==> config.mk <==
export PLATFORM = sky130hd
export DESIGN_NAME = toggle_packet_receiver_top
export DESIGN_NICKNAME = d
export VERILOG_FILES = /design/src/hdl/trp_pkg.sv /design/src/hdl/toggle_packet_receiver_top.sv
export SDC_FILE = /design/constraint.sdc
export NUM_CORES = 1
export LEC_CHECK = 0
export BUFFER_PORTS_ARGS = -buffer_cell sky130_fd_sc_hd__buf_4
export CAP_MARGIN = 10
export CORE_MARGIN = 3
export CORE_UTILIZATION = 65
export CTS_CLUSTER_DIAMETER = 200
export DETAILED_ROUTE_END_ITERATION = 16
export PLACE_DENSITY = 0.82
export SLEW_MARGIN = 10
export SYNTH_ARGS = -nofsm -noshare
export SYNTH_HDL_FRONTEND = slang
export SYNTH_SLANG_ARGS = --single-unit
==> constraint.sdc <==
create_clock -name clk -period 3.31 [get_ports clk]
set_input_delay 0.4965 -clock clk [delete_from_list [all_inputs] [get_ports clk]]
set_output_delay 0.4965 -clock clk [all_outputs]
set_load 0.05 [all_outputs]
==> src/hdl/trp_pkg.sv <==
// shared types and constants of the toggle packet receiver
`timescale 1ns / 1ps
`default_nettype none

package trp_pkg;

    // framing bytes
    localparam logic [7:0] START_BYTE = 8'hAA;
    localparam logic [7:0] PEER_ACK   = 8'h55;
    localparam logic [7:0] MIN_LEN    = 8'd5;

    // default largest frame length
    localparam int MAX_FRAME_DEF = 32;

    // positions of the header bytes inside a frame
    localparam int POS_START  = 0;
    localparam int POS_TOGGLE = 1;
    localparam int POS_CHECK  = 2;
    localparam int POS_LEN    = 3;
    localparam int POS_DATA   = 4;

    // crc-8, reflected polynomial
    localparam logic [7:0] CRC_POLY = 8'h8C;

    // result kinds
    localparam logic [1:0] KIND_DATA     = 2'd0;
    localparam logic [1:0] KIND_ACK_REQ  = 2'd1;
    localparam logic [1:0] KIND_PEER_ACK = 2'd2;

    // check modes
    localparam logic [1:0] MODE_EITHER = 2'd0;
    localparam logic [1:0] MODE_SUM    = 2'd1;

    // sequencer states
    typedef enum logic [2:0] {
        S_IDLE,
        S_CRC,
        S_CHECK,
        S_LEN,
        S_READ,
        S_EMIT,
        S_ACK,
        S_PEER
    } state_t;

endpackage

`default_nettype wire

==> src/hdl/toggle_packet_receiver_top.sv <==
// toggle packet receiver: framing, checksum check and payload replay
//
// Input channel in_valid/in_ready carries one received byte (rx_byte) with
// queue_has_room. A byte with queue_has_room low is taken and dropped.
// Output channel out_valid/out_ready carries results (kind, out_byte, last).
// check_mode is written through cfg_we/cfg_data; the user writes it only
// while the block is idle, the block itself does not enforce this. Each
// byte that enters the running checksum is taken, then its eight bits go
// through the bit-serial crc-8 shifter. Dropped or stray bytes are taken
// and leave the block idle. At the last byte of a good frame S_CHECK checks
// the checksum, then the length-3 byte, the payload and the ack request follow;
// each payload byte passes a read state and an emit state, as the frame
// memory has a registered read port. in_ready is low from taking a byte until
// its results are all loaded into the output register.
// A stalled receiver holds the output register and the sequencer waits.
// Reset clears framing state, the expected toggle and check_mode; the
// frame memory needs no clearing, as every entry read was written first.
`timescale 1ns / 1ps
`default_nettype none

module toggle_packet_receiver_top #(
    parameter int MAX_FRAME = trp_pkg::MAX_FRAME_DEF
) (
    input  wire logic       clk,
    input  wire logic       rst_n,
    input  wire logic       in_valid,
    output logic            in_ready,
    input  wire logic [7:0] rx_byte,
    input  wire logic       queue_has_room,
    input  wire logic       cfg_we,
    input  wire logic [1:0] cfg_data,
    output logic            out_valid,
    input  wire logic       out_ready,
    output logic [1:0]      kind,
    output logic [7:0]      out_byte,
    output logic            last
);

    localparam int IDX_W = $clog2(MAX_FRAME);
    localparam logic [8:0] MAX_LEN = 9'(MAX_FRAME);

    // registers
    trp_pkg::state_t  state_reg, state_next;
    logic [IDX_W-1:0] idx_reg, idx_next;
    logic             tog_inv_reg, tog_inv_next;
    logic [7:0]       sum_reg, sum_next;
    logic [7:0]       crc_reg, crc_next;
    logic [7:0]       crc_data_reg, crc_data_next;
    logic [2:0]       bit_cnt_reg, bit_cnt_next;
    logic             end_reg, end_next;
    logic [7:0]       given_reg, given_next;
    logic [7:0]       len_reg, len_next;
    logic [1:0]       mode_reg;
    logic [IDX_W-1:0] rd_addr_reg, rd_addr_next;
    logic [7:0]       rd_data_reg;
    logic             out_valid_reg, out_valid_next;
    logic [1:0]       kind_reg, kind_next;
    logic [7:0]       out_byte_reg, out_byte_next;
    logic             last_reg, last_next;

    // frame memory
    logic [7:0] frame_mem [MAX_FRAME];

    // decode
    logic       accept;
    logic       slot_free;
    logic       at_start, at_toggle, at_check, at_len;
    logic [7:0] want_toggle;
    logic       len_bad;
    logic       frame_end;
    logic       crc_fb;
    logic       sum_ok, crc_ok, chk_ok;
    logic       rd_last;

    assign in_ready  = (state_reg == trp_pkg::S_IDLE);
    assign accept    = in_valid && in_ready;
    assign slot_free = !out_valid_reg || out_ready;

    assign at_start    = (idx_reg == IDX_W'(trp_pkg::POS_START));
    assign at_toggle   = (idx_reg == IDX_W'(trp_pkg::POS_TOGGLE));
    assign at_check    = (idx_reg == IDX_W'(trp_pkg::POS_CHECK));
    assign at_len      = (idx_reg == IDX_W'(trp_pkg::POS_LEN));
    assign want_toggle = {7'd0, ~tog_inv_reg};
    assign len_bad     = ({1'b0, rx_byte} > MAX_LEN) || (rx_byte < trp_pkg::MIN_LEN);
    assign frame_end   = !at_start && !at_toggle && !at_check && !at_len
                         && ((9'(idx_reg) + 9'd1) == {1'b0, len_reg});

    assign crc_fb = crc_reg[0] ^ crc_data_reg[0];
    assign sum_ok = (sum_reg == given_reg);
    assign crc_ok = (crc_reg == given_reg);
    assign rd_last = ((9'(rd_addr_reg) + 9'd1) == {1'b0, len_reg});

    // check result by mode
    always_comb
    begin
        case (mode_reg)
            trp_pkg::MODE_EITHER: chk_ok = sum_ok || crc_ok;
            trp_pkg::MODE_SUM:    chk_ok = sum_ok;
            default:              chk_ok = crc_ok;
        endcase
    end

    // next state
    always_comb
    begin
        state_next = state_reg;
        case (state_reg)
            trp_pkg::S_IDLE:
            begin
                if (accept && queue_has_room)
                begin
                    if (at_start)
                    begin
                        if (rx_byte == trp_pkg::START_BYTE)
                            state_next = trp_pkg::S_CRC;
                    end
                    else if (at_toggle)
                    begin
                        if (rx_byte == want_toggle)
                            state_next = trp_pkg::S_CRC;
                        else if (rx_byte == trp_pkg::PEER_ACK)
                            state_next = trp_pkg::S_PEER;
                    end
                    else if (at_len)
                    begin
                        if (!len_bad)
                            state_next = trp_pkg::S_CRC;
                    end
                    else
                        state_next = trp_pkg::S_CRC;
                end
            end
            trp_pkg::S_CRC:
            begin
                if (bit_cnt_reg == 3'd7)
                    state_next = end_reg ? trp_pkg::S_CHECK : trp_pkg::S_IDLE;
            end
            trp_pkg::S_CHECK:
                state_next = chk_ok ? trp_pkg::S_LEN : trp_pkg::S_IDLE;
            trp_pkg::S_LEN:
                if (slot_free)
                    state_next = trp_pkg::S_READ;
            trp_pkg::S_READ:
                state_next = trp_pkg::S_EMIT;
            trp_pkg::S_EMIT:
                if (slot_free)
                    state_next = rd_last ? trp_pkg::S_ACK : trp_pkg::S_READ;
            trp_pkg::S_ACK:
                if (slot_free)
                    state_next = trp_pkg::S_IDLE;
            trp_pkg::S_PEER:
                if (slot_free)
                    state_next = trp_pkg::S_IDLE;
            default:
                state_next = trp_pkg::S_IDLE;
        endcase
    end

    // datapath and result register next values
    always_comb
    begin
        idx_next       = idx_reg;
        tog_inv_next   = tog_inv_reg;
        sum_next       = sum_reg;
        crc_next       = crc_reg;
        crc_data_next  = crc_data_reg;
        bit_cnt_next   = bit_cnt_reg;
        end_next       = end_reg;
        given_next     = given_reg;
        len_next       = len_reg;
        rd_addr_next   = rd_addr_reg;
        out_valid_next = out_valid_reg && !out_ready;
        kind_next      = kind_reg;
        out_byte_next  = out_byte_reg;
        last_next      = last_reg;
        case (state_reg)
            trp_pkg::S_IDLE:
            begin
                bit_cnt_next = 3'd0;
                end_next     = 1'b0;
                if (accept && queue_has_room)
                begin
                    if (at_start)
                    begin
                        if (rx_byte == trp_pkg::START_BYTE)
                        begin
                            idx_next      = IDX_W'(trp_pkg::POS_TOGGLE);
                            sum_next      = rx_byte;
                            crc_next      = 8'd0;
                            crc_data_next = rx_byte;
                        end
                    end
                    else if (at_toggle)
                    begin
                        if (rx_byte == want_toggle)
                        begin
                            idx_next      = IDX_W'(trp_pkg::POS_CHECK);
                            sum_next      = sum_reg + rx_byte;
                            crc_data_next = rx_byte;
                        end
                        else
                            idx_next = IDX_W'(trp_pkg::POS_START);
                    end
                    else if (at_check)
                    begin
                        // checksum byte counts as zero
                        idx_next      = IDX_W'(trp_pkg::POS_LEN);
                        given_next    = rx_byte;
                        crc_data_next = 8'd0;
                    end
                    else if (at_len)
                    begin
                        if (len_bad)
                            idx_next = IDX_W'(trp_pkg::POS_START);
                        else
                        begin
                            idx_next      = IDX_W'(trp_pkg::POS_DATA);
                            len_next      = rx_byte;
                            sum_next      = sum_reg + rx_byte;
                            crc_data_next = rx_byte;
                        end
                    end
                    else
                    begin
                        sum_next      = sum_reg + rx_byte;
                        crc_data_next = rx_byte;
                        end_next      = frame_end;
                        idx_next      = frame_end ? IDX_W'(trp_pkg::POS_START)
                                                  : idx_reg + IDX_W'(1);
                    end
                end
            end
            trp_pkg::S_CRC:
            begin
                // one bit of the crc-8 per cycle
                crc_next      = {1'b0, crc_reg[7:1]} ^ (crc_fb ? trp_pkg::CRC_POLY : 8'd0);
                crc_data_next = {1'b0, crc_data_reg[7:1]};
                bit_cnt_next  = bit_cnt_reg + 3'd1;
            end
            trp_pkg::S_CHECK:
            begin
                if (chk_ok)
                    tog_inv_next = !tog_inv_reg;
            end
            trp_pkg::S_LEN:
            begin
                if (slot_free)
                begin
                    out_valid_next = 1'b1;
                    kind_next      = trp_pkg::KIND_DATA;
                    out_byte_next  = len_reg - 8'd3;
                    last_next      = 1'b0;
                    rd_addr_next   = IDX_W'(trp_pkg::POS_DATA);
                end
            end
            trp_pkg::S_EMIT:
            begin
                if (slot_free)
                begin
                    out_valid_next = 1'b1;
                    kind_next      = trp_pkg::KIND_DATA;
                    out_byte_next  = rd_data_reg;
                    last_next      = 1'b0;
                    if (!rd_last)
                        rd_addr_next = rd_addr_reg + IDX_W'(1);
                end
            end
            trp_pkg::S_ACK:
            begin
                if (slot_free)
                begin
                    out_valid_next = 1'b1;
                    kind_next      = trp_pkg::KIND_ACK_REQ;
                    out_byte_next  = 8'd0;
                    last_next      = 1'b1;
                end
            end
            trp_pkg::S_PEER:
            begin
                if (slot_free)
                begin
                    out_valid_next = 1'b1;
                    kind_next      = trp_pkg::KIND_PEER_ACK;
                    out_byte_next  = 8'd0;
                    last_next      = 1'b1;
                end
            end
            default:
            begin
                end_next = 1'b0;
            end
        endcase
    end

    // control registers
    always_ff @(posedge clk or negedge rst_n)
    begin
        if (!rst_n)
        begin
            state_reg     <= trp_pkg::S_IDLE;
            idx_reg       <= '0;
            tog_inv_reg   <= 1'b0;
            sum_reg       <= 8'd0;
            crc_reg       <= 8'd0;
            bit_cnt_reg   <= 3'd0;
            end_reg       <= 1'b0;
            mode_reg      <= 2'd0;
            out_valid_reg <= 1'b0;
        end
        else
        begin
            state_reg     <= state_next;
            idx_reg       <= idx_next;
            tog_inv_reg   <= tog_inv_next;
            sum_reg       <= sum_next;
            crc_reg       <= crc_next;
            bit_cnt_reg   <= bit_cnt_next;
            end_reg       <= end_next;
            out_valid_reg <= out_valid_next;
            if (cfg_we)
                mode_reg <= cfg_data;
        end
    end

    // payload registers
    always_ff @(posedge clk)
    begin
        crc_data_reg <= crc_data_next;
        given_reg    <= given_next;
        len_reg      <= len_next;
        rd_addr_reg  <= rd_addr_next;
        kind_reg     <= kind_next;
        out_byte_reg <= out_byte_next;
        last_reg     <= last_next;
    end

    // frame memory: data bytes written on arrival, registered read
    always_ff @(posedge clk)
    begin
        if (accept && queue_has_room && !at_start && !at_toggle && !at_check && !at_len)
            frame_mem[idx_reg] <= rx_byte;
        rd_data_reg <= frame_mem[rd_addr_reg];
    end

    assign out_valid = out_valid_reg;
    assign kind      = kind_reg;
    assign out_byte  = out_byte_reg;
    assign last      = last_reg;

endmodule

`default_nettype wire

==> results.sh <==
export IMPL_power_w=0.0127
export IMPL_peakVddDrop_mv=0.547
export IMPL_max_slew_margin=0.509
export IMPL_finalHoldViolations=0
export IMPL_final_cell_mix="edfxtp_1 (296), mux4_2 (80), nor2_1 (59)"
export IMPL_drc_errors=0
export IMPL_ys_seq_area_frac=0.687
export IMPL_critPathLaunch="idx_reg[0]"
export IMPL_synthToLayoutAreaGrowth_pct=13.1
export IMPL_ios=29
export IMPL_status="complete, no violations"
export IMPL_fmax_mhz=321
export IMPL_reg2reg_slack_ns=0.20
export IMPL_synth_flop_cell="edfxtp_1"
export IMPL_antenna_found_initial=1
export IMPL_port_buffers=28
export IMPL_p_leak_nw=5.64
export IMPL_grt_first_pass_wirelength_mm=51.4
export IMPL_die_w_um=155
export IMPL_clock_latency_ns=0.56
export IMPL_hp_class="in -> reg"
export IMPL_start_kind="flip-flop"
export IMPL_die_area_sq_um=23900
export IMPL_dp_cells=1162
export IMPL_cts_htree_levels=1
export IMPL_placed_cell_area_sq_um=15100
export IMPL_min_from="cfg_we"
export IMPL_ys_seq_elements=336
export IMPL_rows=53
export IMPL_syn_area_per_cell_sq_um=17.1
export IMPL_path_clk_slew_ns=0.07
export IMPL_arrival_ns=3.30
export IMPL_min_period_over_period=0.940
export IMPL_cp_max_fo=8
export IMPL_timing_rr_start="idx_reg[0]"
export IMPL_track_usage=0.284
export IMPL_skew_ns=0.0156
export IMPL_final_cell_area_sq_um=16200
export IMPL_postSynthCellCount=837
export IMPL_core_sq_um=21400
export IMPL_synth_cell_types=69
export IMPL_netlist_area_sq_um=14300
export IMPL_drtIter0Drc=1025
export IMPL_wl_per_cell_um=27.0
export IMPL_dp_hpwl_mm=20.1
export IMPL_worst_pin_slew_ns=0.734
export IMPL_rr_endpoint="frame_mem[6][0]"
export IMPL_drt_pass1_iter_count=5
export IMPL_r2r_cells=7
export IMPL_period_needed_ns=3.11
export IMPL_cp_required_ns=3.50
export IMPL_layout_drive_gt1_share=0.221
export IMPL_nFillCells=1165
export IMPL_tns_ns=0
export IMPL_synth_edf_count=296
export IMPL_initial_utilization=0.672
export IMPL_largest_reg_flops=256
export IMPL_grt_max_degree=65
export IMPL_cts_sinks=336
export IMPL_final_cells=1219
export IMPL_cp_end_kind="flip-flop"
export IMPL_root_buffer="clkbuf_16"
export IMPL_via_per_inst=6.83
export IMPL_die_height_um=155
export IMPL_vias=8322
export IMPL_p_per_area_nw_per_um2=784
export IMPL_setup_viol=0
export IMPL_cts_buffers=31
export IMPL_grt_pass1_vias=8230
export IMPL_routed_wl_mm=33.0
export IMPL_max_clock_path_buffers=3
export IMPL_final_common_cell="edfxtp_1"
export IMPL_top_register="frame_mem"
export IMPL_cts_tree="done"
export IMPL_ant_nets=0
export IMPL_rsz0062_at_grt="false"
export IMPL_endpoint="frame_mem[6][0]"
export IMPL_gr_total_overflow=0
export IMPL_maxCapViolations=0
export IMPL_slew_violations=0
export IMPL_yosysWarnings=0
export IMPL_nets=953
export IMPL_diodes=0
export IMPL_crit_type="reg -> reg"
export IMPL_post_cts_buffers=0
export IMPL_globalplace_congestion=0.957
export IMPL_synth_async_reset_ratio=0.0952
## cells by family after synthesis
family                   Yosys count  synth area share
AND/OR/NAND/NOR                  185            0.0635
flip-flops                       336             0.687
other                              1          0.000261
XOR/XNOR                          42            0.0277
buffers and inverters             55            0.0177
multiplexers                      95             0.137
adder cells (fa/ha/maj)           16            0.0145
AO/OA/AOI/OAI                    107            0.0524
## critical path: stages, from the launching register on
cell	delay, ns
dfrtp_1	0.51
inv_1	0.14
ha_1	0.31
nor2_1	0.27
nand2_1	0.12
a21oi_1	0.39
nand2_1	0.34
nor2_1	0.66
## per-layer routing
metal	wire, um	vias up	track usage
met5	13	-	0
li1	-	3464	-
met2	16100	578	0.452
met1	12500	4192	0.422
met4	946	2	0.0732
met3	3390	86	0.0484
## repair_timing
item,4_1_cts,5_1_grt
hold endpoints to repair,32,0
hold buffers,1,0
resized for setup,0,0
## report_power, final
part | internal, W | switching (W) | total, W | leakage (nW)
Combinational | 0.00151 | 0.00199 | 0.00350 | 1.94
Clock | 0.00234 | 0.00153 | 0.00386 | 0.529
Sequential | 0.00504 | 0.000326 | 0.00537 | 3.17
## synth_stat cells, types with 2 or more instances
library cell  number  area share
nand3b_1           4      0.0021
o22ai_1            8      0.0035
buf_6              4      0.0031
buf_1              2     0.00052
xnor2_1           20       0.012
edfxtp_1         296        0.62
ha_1              15       0.013
a21o_1             4      0.0021
nor2b_1            3      0.0013
a31oi_1            3      0.0013
a21oi_1           18      0.0063
xor2_1            20       0.012
or2_2              2     0.00087
o2111ai_1          4      0.0024
buf_2             11      0.0038
or2_1              4      0.0017
a21boi_0           2      0.0010
o21ba_1            2      0.0014
and3_1            11      0.0048
and2_1             7      0.0031
nand3_1           15      0.0052
nor3_1            13      0.0045
nor4_1             7      0.0031
nor4b_2            2      0.0021
a22o_1            16      0.0098
mux2i_1            3      0.0021
inv_1             12      0.0031
nand4_1            3      0.0013
o21ai_0           13      0.0045
mux4_2            80        0.13
nand2b_1           3      0.0013
and4_1             2      0.0012
a211oi_1           5      0.0026
o21a_1             3      0.0016
mux2_2            11      0.0086
dfrtp_1           32       0.056
nor2_1            59       0.015
clkbuf_1          24      0.0063
or3_1              5      0.0022
a2111oi_0          5      0.0031
nand2_1           41       0.011
o22a_1             2      0.0012
o21ai_1            8      0.0028
dfxtp_1            8       0.011
## metrics by stage
stage          worst slack, ns  utilization  hold WS, ns
2_1_floorplan            0.482            -        0.201
3_3_place_gp             0.616        0.708        0.456
3_5_place_dp             0.381        0.708        0.467
4_1_cts                  0.316        0.760        0.132
5_1_grt                 0.0245        0.760        0.160
6_report                 0.198        0.760        0.148
## worst min path at each step
stage | slack, ns | depth (start not counted) | end
6_report | 0.15 | 2 | mode_reg[1]
5_1_grt | 0.16 | 2 | mode_reg[1]
4_1_cts | 0.13 | 2 | mode_reg[1]
3_5_place_dp | 0.47 | 1 | state_reg[1]
3_3_place_gp | 0.46 | 1 | out_valid
2_1_floorplan | 0.20 | 0 | bit_cnt_reg[0]
## layout make-up
class                   count  area, sq um  share of cell area
clock buffers              35          791              0.0487
flip-flops and latches    336         9850               0.607
inverters                  13         48.8             0.00301
repair buffers             62          518              0.0319
multi-input cells         477         4360               0.269
well taps                 275          344              0.0212
clock inverters            21          315              0.0194
Power figures use the tool's default switching activity.
